### config.mk
export PLATFORM = sky130hd
export DESIGN_NAME = ncrt_ctrl
export DESIGN_NICKNAME = d
export VERILOG_FILES = /design/src/hw/rtl/ncrt_pkg.sv /design/src/hw/rtl/ncrt_ctrl.sv
export SDC_FILE = /design/constraint.sdc
export NUM_CORES = 1
export LEC_CHECK = 0
export BUFFER_PORTS_ARGS = -buffer_cell sky130_fd_sc_hd__buf_2
export CORE_MARGIN = 3
export CORE_UTILIZATION = 44
export DETAILED_ROUTE_END_ITERATION = 8
export GPL_ROUTABILITY_DRIVEN = 0
export PLACE_DENSITY = 0.77
export SYNTH_ARGS = -nofsm -noshare
export SYNTH_HDL_FRONTEND = slang
export SYNTH_SLANG_ARGS = --single-unit
### constraint.sdc
create_clock -name clk -period 2 [get_ports clk]
set_clock_uncertainty 0.2 [all_clocks]
set_input_delay 0.2 -clock clk [delete_from_list [all_inputs] [get_ports clk]]
set_output_delay 0.2 -clock clk [all_outputs]
set_load 0.05 [all_outputs]
### src/hw/rtl/ncrt_pkg.sv
// Shared constants, codes and control types for the NACK chunk receive tracker.
`default_nettype none
package ncrt_pkg;

  localparam int CHUNK_CAPACITY_DEF = 4096;
  localparam int FILE_CAPACITY_DEF  = 256;
  localparam int MAX_NACKS_DEF      = 6;

  localparam logic [15:0] FILES_EXPECTED_RST = 16'd3;

  // packet types
  localparam logic [1:0] CMD_INFO = 2'd0;
  localparam logic [1:0] CMD_DATA = 2'd1;

  // status outcomes
  localparam logic [2:0] OC_STORED    = 3'd0;
  localparam logic [2:0] OC_DUPLICATE = 3'd1;
  localparam logic [2:0] OC_INFO      = 3'd2;
  localparam logic [2:0] OC_OTHER     = 3'd3;
  localparam logic [2:0] OC_RANGE     = 3'd4;
  localparam logic [2:0] OC_FILE_DONE = 3'd5;
  localparam logic [2:0] OC_REDUNDANT = 3'd6;
  localparam logic [2:0] OC_BAD_CSUM  = 3'd7;

  localparam logic KIND_NACK   = 1'b0;
  localparam logic KIND_STATUS = 1'b1;

  // controller -> datapath
  typedef struct packed {
    logic accept;
    logic decide;
    logic clr_wr;
    logic fclr;
    logic ptr_clr;
    logic ptr_inc;
    logic mark_rd;
    logic mark_wr;
    logic scan_rd;
    logic nack_load;
    logic nack_emit;
    logic done_chk;
    logic finish;
    logic stat_emit;
  } ncrt_cmd_t;

  // datapath -> controller
  typedef struct packed {
    logic dec_clear;
    logic dec_proc;
    logic proc_q;
    logic clr_last;
    logic rclr_last;
    logic nack_end;
    logic word_done;
    logic done_end;
    logic word_full;
    logic out_free;
  } ncrt_stat_t;

endpackage
`default_nettype wire

### src/hw/rtl/ncrt_ctrl.sv
// Sequencer for the tracker: clear sweeps, mark, NACK scan, completion scan, status.
`default_nettype none
module ncrt_ctrl (
  input  wire logic               clk,
  input  wire logic               rst,
  input  wire logic               in_valid,
  output logic                    in_ready,
  input  wire ncrt_pkg::ncrt_stat_t st,
  output ncrt_pkg::ncrt_cmd_t     cmd
);
  import ncrt_pkg::*;

  localparam logic [3:0] S_RCLR = 4'd0;
  localparam logic [3:0] S_IDLE = 4'd1;
  localparam logic [3:0] S_CLR  = 4'd2;
  localparam logic [3:0] S_MRD  = 4'd3;
  localparam logic [3:0] S_MWT  = 4'd4;
  localparam logic [3:0] S_NRD  = 4'd5;
  localparam logic [3:0] S_NWT  = 4'd6;
  localparam logic [3:0] S_NEM  = 4'd7;
  localparam logic [3:0] S_DRD  = 4'd8;
  localparam logic [3:0] S_DWT  = 4'd9;
  localparam logic [3:0] S_DFIN = 4'd10;
  localparam logic [3:0] S_STAT = 4'd11;
  localparam logic [3:0] S_DEC  = 4'd12;

  logic [3:0] state, state_next;

  always_ff @(posedge clk) begin
    if (rst) begin
      state <= S_RCLR;
    end else begin
      state <= state_next;
    end
  end

  assign in_ready = (state == S_IDLE);

  always_comb begin
    cmd        = '0;
    state_next = state;
    case (state)
      S_RCLR: begin
        cmd.clr_wr = 1'b1;
        cmd.fclr = 1'b1;
        cmd.ptr_inc = 1'b1;
        if (st.rclr_last) begin
          cmd.ptr_clr = 1'b1;
          state_next = S_IDLE;
        end
      end
      S_IDLE: begin
        if (in_valid) begin
          cmd.accept = 1'b1;
          state_next = S_DEC;
        end
      end
      S_DEC: begin
        cmd.decide = 1'b1;
        cmd.ptr_clr = 1'b1;
        if (st.dec_clear) state_next = S_CLR;
        else if (st.dec_proc) state_next = S_MRD;
        else state_next = S_STAT;
      end
      S_CLR: begin
        cmd.clr_wr = 1'b1;
        cmd.ptr_inc = 1'b1;
        if (st.clr_last) begin
          cmd.ptr_clr = 1'b1;
          state_next = st.proc_q ? S_MRD : S_STAT;
        end
      end
      S_MRD: begin
        cmd.mark_rd = 1'b1;
        state_next = S_MWT;
      end
      S_MWT: begin
        cmd.mark_wr = 1'b1;
        cmd.ptr_clr = 1'b1;
        state_next = S_NRD;
      end
      S_NRD: begin
        if (st.nack_end) begin
          cmd.ptr_clr = 1'b1;
          state_next = S_DRD;
        end else begin
          cmd.scan_rd = 1'b1;
          state_next = S_NWT;
        end
      end
      S_NWT: begin
        cmd.nack_load = 1'b1;
        state_next = S_NEM;
      end
      S_NEM: begin
        if (st.word_done) begin
          cmd.ptr_inc = 1'b1;
          state_next = S_NRD;
        end else if (st.out_free) begin
          cmd.nack_emit = 1'b1;
        end
      end
      S_DRD: begin
        if (st.done_end) begin
          state_next = S_DFIN;
        end else begin
          cmd.scan_rd = 1'b1;
          state_next = S_DWT;
        end
      end
      S_DWT: begin
        cmd.done_chk = 1'b1;
        if (st.word_full) begin
          cmd.ptr_inc = 1'b1;
          state_next = S_DRD;
        end else begin
          state_next = S_DFIN;
        end
      end
      S_DFIN: begin
        cmd.finish = 1'b1;
        state_next = S_STAT;
      end
      S_STAT: begin
        if (st.out_free) begin
          cmd.stat_emit = 1'b1;
          state_next = S_IDLE;
        end
      end
      default: begin
        state_next = S_RCLR;
      end
    endcase
  end

endmodule
`default_nettype wire

==> results of run 1 <==
[worst max-delay path by stage]
stage	end	slack, ps
3_5_place_dp	state[2]$_SDFFE_PP0P_	70
4_1_cts	cmd[5]	30
5_1_grt	cmd[9]	3
2_1_floorplan	cmd[5]	-100
6_report	cmd[5]	100
3_3_place_gp	state[2]$_SDFFE_PP0P_	140
[placed cells by master (no fill, tap or decap), types with 2 or more instances in the layout]
cell	Yosys	layout
o21ai_0	3	2
nand2b_1	5	5
dfxtp_2	0	2
buf_4	0	6
and3_1	2	2
a31oi_1	3	3
buf_2	3	26
o32ai_1	2	2
nor2b_1	2	2
nor2_2	0	2
nor4_4	0	2
nor2_1	10	8
a21oi_1	3	2
nor3b_1	2	2
nand2_1	7	7
nand3b_1	2	2
inv_1	6	6
clkbuf_4	0	4
nor3_4	0	2
[worst max-delay path, cell delays in order (launching register included)]
cell      delay [ps]
dfxtp_2          360
buf_12           170
nor4bb_2         320
a31oi_1           70
nor2_1            80
buf_2            260
[stage by stage]
stage,hold WS (ps),instances
detailed placement,231,123
CTS,21.0,127
global route,15.8,127
global placement,230,123
finish,25.6,127
floorplan,72.1,84
[cells in the mapped netlist, types with 2 or more instances]
library cell  number  share of area, %
nor2_1            10               6.6
dfxtp_1            4                14
nand3b_1           2               2.6
nand2b_1           5               5.5
and3_1             2               2.2
buf_6              2               3.9
nor2b_1            2               2.2
o32ai_1            2               3.1
nor4_1             3               3.3
a21oi_1            3               2.6
nor3b_1            2               2.6
nand2_1            7               4.6
buf_2              3               2.6
clkbuf_1           4               2.6
nor3_1             3               2.6
o21ai_0            3               2.6
a31oi_1            3               3.3
inv_1              6               3.9
[power breakdown]
group          total [mW]  switching [mW]  internal [mW]
registers           0.215          0.0944          0.121
logic                1.19           0.771          0.423
clock network      0.0946          0.0279         0.0668
[final cells by class]
| cell class | instances | area [um2] |
|---|---|---|
| clock buffer | 3 | 22.5 |
| sequential | 4 | 86.3 |
| multi-input combinational | 65 | 507 |
| fill | 92 | 288 |
| inverter | 6 | 22.5 |
| timing repair buffer | 35 | 213 |
| tap | 14 | 17.5 |
[per-layer routing]
metal | wire length, um | global-route usage (%)
met5 | 0 | 0
met4 | 11 | 7.45
met3 | 145 | 3.00
met2 | 892 | 34.3
met1 | 744 | 27.2
[kinds of logic after synthesis]
logic type	count (synthesis)
DFF	4
AOI/OAI and AO/OA	24
buffers and inverters	15
and+or+nand+nor	41
[timing repair]
action	in CTS	in global routing
resized for setup	4	4
hold buffers	1	0
endpoints found under the setup margin	7	4
hold endpoints to repair	1	0
==> impl_metrics.py, run 1 <==
metrics = {
    "setup_path": {
        "reg2regPathDepth": 5,
        "cp-end-kind": "output pin",
        "r2r-end": "state[2]$_SDFFE_PP0P_",
        "timing.rr.start": "state[3]$_SDFFE_PP0P_",
        "path_class": "flop to output pin",
        "cp.required_ps": 1600,
        "ff2ff_setup_slack_ps": 180,
        "start_kind": "flop",
        "cp_max_fo": 20,
        "cp.arrival_ps": 1500,
        "startpoint": "state[3]$_SDFFE_PP0P_",
    },
    "synth": {
        "syn_avg_cell_area_um2": 6.82,
        "synthFlopType": "dfxtp_1",
        "synth_nets": 97,
        "yosysSeqAreaShare_pct": 14.0,
        "synth_compound_area_share_pct": 33.4,
        "ys_ff_latch": 4,
        "synth_warnings": 0,
        "synth_fa_ha_area_share_pct": 0,
        "synth_mux_area_share_pct": 0,
        "synth-xor-area-share_pct": 0,
        "synthSimpleGateAreaFrac_pct": 39.5,
        "syn_inst": 84,
        "synth_cell_types": 36,
        "synth_top_family_by_area": "simple AND/OR/NAND/NOR gates",
        "synth_area_um2": 573,
        "async_reset_ff_share_pct": 0,
        "synth-edff-count": 0,
    },
    "min_path": {
        "min_to": "state[3]$_SDFFE_PP0P_",
        "worstHoldPathCells": 2,
        "hp-class": "primary input to flop",
        "hp-start": "st[0]",
    },
    "clock_network": {
        "cts_tree": "yes",
        "cts_buffers": 3,
        "clock-sinks": 4,
        "post_cts_buffers": 0,
        "clkSlewWorstSetupHoldPaths_ps": 40,
        "root_buffer": "clkbuf_4",
        "clk_latency_ps": 230,
        "htree_levels": 1,
        "clockBufferDepth": 2,
    },
    "cells_and_area": {
        "fin_nets": 128,
        "n_antenna_cell": 0,
        "largest_reg_flops": 4,
        "final_core_util_pct": 75.1,
        "areaGrowthSynthToFinish_pct": 51.5,
        "finalInstanceArea_um2": 868,
        "regMostFlops": "state",
        "top_regs": "state x4",
        "drive_gt1_share_pct": 48.7,
    },
    "sta": {
        "period_share_pct": 95.0,
        "fin_crit_ps": 1900,
        "rsz0062_at_grt": "no",
        "setup_slack_ps": 99.2,
        "hold_viol": 0,
        "setup_viol": 0,
        "drv_slew": 0,
        "max_freq_ghz": 0.526,
        "tns_ps": 0,
        "worst_pin_slew_ps": 364,
        "slew_headroom_pct": 75.8,
    },
    "place": {
        "place_area_um2": 812,
        "post-place-ws_ps": 70.5,
        "io_buffers": 27,
        "hpwl_um": 1370,
    },
    "routing": {
        "wl_per_cell_um": 14.1,
        "drt-initial-drc-count": 19,
        "viasPerCell": 5.94,
        "first_pass_iters": 4,
        "drt-total-wl_um": 1790,
        "drtAntennaViolNets": 0,
        "drc": 0,
        "vias": 754,
    },
    "grt": {
        "grt_pass1_wl_um": 2950,
        "grt_pass1_vias": 646,
        "grt_usage_pct": 20.7,
        "grt_max_degree": 21,
        "grt_overflow": 0,
        "antenna_found_initial": 0,
    },
    "power_and_ir_drop": {
        "p_total_mw": 1.50,
        "worst_ir_drop_vdd_mv": 1.11,
        "p_leak_nw": 0.404,
        "powerDensity_nw_per_um2": 1730,
    },
    "die": {
        "pin_count": 28,
        "die_w_um": 42.1,
        "row_count": 12,
        "start_util_pct": 49.6,
        "die_y_um": 42.1,
        "die_area_um2": 1770,
        "fp.coreArea_um2": 1160,
    },
    "job": {
        "maxCapViolCount": 0,
    },
    "run_status": {
        "status": "completed",
    },
}
No activity file was read; power rests on OpenSTA's default activity.
==> run 2: changes to the inputs <==
- CORE_AREA: default -> 3 3 40 42
- CORE_MARGIN: 3 -> default
- CORE_UTILIZATION: 44 -> default
- CTS_BUF_LIST: default -> sky130_fd_sc_hd__clkbuf_2 sky130_fd_sc_hd__clkbuf_4 sky130_fd_sc_hd__clkbuf_8
- DIE_AREA: default -> 0 0 43 45
- PLACE_DENSITY: 0.77 -> 0.76
==> run 2 against run 1 <==
Net effect:
- register-to-register slack barely moved
- count of clock-buffer cells in the layout is the same
- critical endpoint is now cmd[9]
- wire length grew 3.7%
- cell count grew 1.6%
- flip-flop and latch count unchanged
- global-route usage rose by 0.74 points
- core utilization down 6.7 points
- die area is 9.2% higher
==> impl_metrics.py, run 2 (same netlist as run 1, synthesis figures left out) <==
metrics = {
    "cells_and_area": {
        "layout_commonest_cell": "buf_2",
        "areaGrowthSynthToFinish_pct": 53.5,
        "layout_common_cells": "buf_2 (24), buf_4 (10), nor2_1 (8), nand2_1 (7), inv_1 (6)",
        "largest_reg_flops": 4,
        "drive_gt1_share_pct": 49.1,
        "fin_nets": 129,
        "finalInstanceArea_um2": 880,
        "regMostFlops": "state",
        "top_regs": "state x4",
        "n_antenna_cell": 0,
    },
    "sta": {
        "drv_slew": 0,
        "whs_ps": 9.64,
        "period_share_pct": 96.0,
        "slew_headroom_pct": 79.3,
        "max_freq_ghz": 0.521,
        "setup_viol": 0,
        "hold_viol": 0,
        "worst_pin_slew_ps": 311,
        "fin_crit_ps": 1920,
    },
    "setup_path": {
        "path_depth": 5,
        "startpoint": "state[3]$_SDFFE_PP0P_",
        "path_class": "flop to output pin",
        "reg2regPathDepth": 4,
        "cp-endpoint": "cmd[9]",
        "cp_max_fo": 7,
        "cp_slowest_cell": "dfxtp_2",
        "path_buf_inv": 2,
        "crit_family": "compound AO/OA/AOI/OAI gates",
        "cp-end-kind": "output pin",
        "start_kind": "flop",
        "cp.arrival_ps": 1520,
        "max_stage_delay_ps": 390,
        "cp.required_ps": 1600,
        "crit_chain": "buf_4, o21ai_0, a221oi_1, a21oi_2, buf_2",
        "timing.rr.start": "state[2]$_SDFFE_PP0P_",
        "r2r-end": "state[2]$_SDFFE_PP0P_",
        "ff2ff_setup_slack_ps": 170,
    },
    "run_status": {
        "status": "completed",
    },
    "place": {
        "io_buffers": 27,
        "place_area_um2": 808,
        "hpwl_um": 1380,
    },
    "grt": {
        "grt_max_degree": 19,
        "grt_overflow": 0,
        "grt_pass1_wl_um": 3250,
        "grt_usage_pct": 21.5,
        "antenna_found_initial": 0,
        "grt_pass1_vias": 716,
    },
    "job": {
        "maxCapViolCount": 0,
    },
    "die": {
        "die_w_um": 43,
        "die_area_um2": 1940,
        "pin_count": 28,
        "die_y_um": 45,
        "fp.coreArea_um2": 1280,
        "start_util_pct": 44.6,
        "row_count": 13,
    },
    "routing": {
        "drc": 0,
        "drt-initial-drc-count": 10,
        "wl_per_cell_um": 14.4,
        "viasPerCell": 5.68,
        "first_pass_iters": 4,
        "drt-total-wl_um": 1860,
        "vias": 733,
        "drtAntennaViolNets": 0,
    },
    "power_and_ir_drop": {
        "powerDensity_nw_per_um2": 1730,
        "worst_ir_drop_vdd_mv": 0.937,
        "p_leak_nw": 0.408,
    },
    "clock_network": {
        "cts_tree": "yes",
        "cts_buffers": 3,
        "htree_levels": 1,
        "clock-sinks": 4,
        "clockBufferDepth": 2,
        "clk_latency_ps": 230,
        "root_buffer": "clkbuf_4",
        "clkSlewWorstSetupHoldPaths_ps": 40,
    },
    "min_path": {
        "hp-class": "primary input to flop",
        "hp-start": "st[0]",
    },
}
==> run 2: cell count changes in the layout (fill, tap and decap cells not counted), sizes merged <==
cell  previous run  this run
buf             33        34
==> run 2: area by class of cell <==
class | instances | area [um2]
tap | 15 | 18.8
multi-input combinational | 65 | 517
inverter | 6 | 22.5
timing repair buffer | 36 | 213
fill | 119 | 405
sequential | 4 | 86.3
clock buffer | 3 | 22.5
==> run 2: per-stage QoR <==
stage | total power, mW | worst slack (ps) | TNS [ps] | util [%] | cells
global placement | 1.34 | 79.9 | 0 | 62.9 | 125
floorplan | 1.11 | -103 | -377 | - | 84
finish | 1.52 | 80.9 | 0 | 68.5 | 129
global route | 1.62 | -23.4 | -23.4 | 68.5 | 129
CTS | 1.49 | 6.04 | 0 | 66.4 | 129
detailed placement | 1.36 | 18.1 | 0 | 62.9 | 125
==> run 2: worst register-to-register path: stages, from the launching register on <==
cell and delay (ps):
dfxtp_2 470, nor3b_1 90, o211a_1 250, a2111o_1 440, o41ai_2 280
==> run 2: worst min path at each step <==
stage                             to  cells after the start
2_1_floorplan  state[0]$_SDFFE_PP0P_                      1
3_3_place_gp   state[0]$_SDFFE_PP0P_                      2
3_5_place_dp   state[0]$_SDFFE_PP0P_                      2
4_1_cts        state[3]$_SDFFE_PP0P_                      2
5_1_grt        state[3]$_SDFFE_PP0P_                      2
6_report       state[3]$_SDFFE_PP0P_                      2
==> run 2: metal layers <==
layer,global-route usage (%),vias up,part of all wire (%)
met5,0,-,0
met4,0,0,0
met3,5.18,0,7.0
met2,37.4,24,50
met1,28.9,336,43
li1,-,373,-
==> run 2: power by group <==
part	total [mW]	internal, mW	leakage (nW)	switching, mW
clock network	0.102	0.0673	0.0138	0.0351
registers	0.229	0.121	0.0342	0.108
logic	1.19	0.424	0.360	0.763
total	1.52	0.613	0.408	0.906
==> run 2: timing repair <==
item,in CTS,in global routing
gates resized for setup,6,6
hold buffers,1,0
endpoints found under the hold margin,1,0
buffers inserted,0,0
endpoints found under the setup margin,9,5
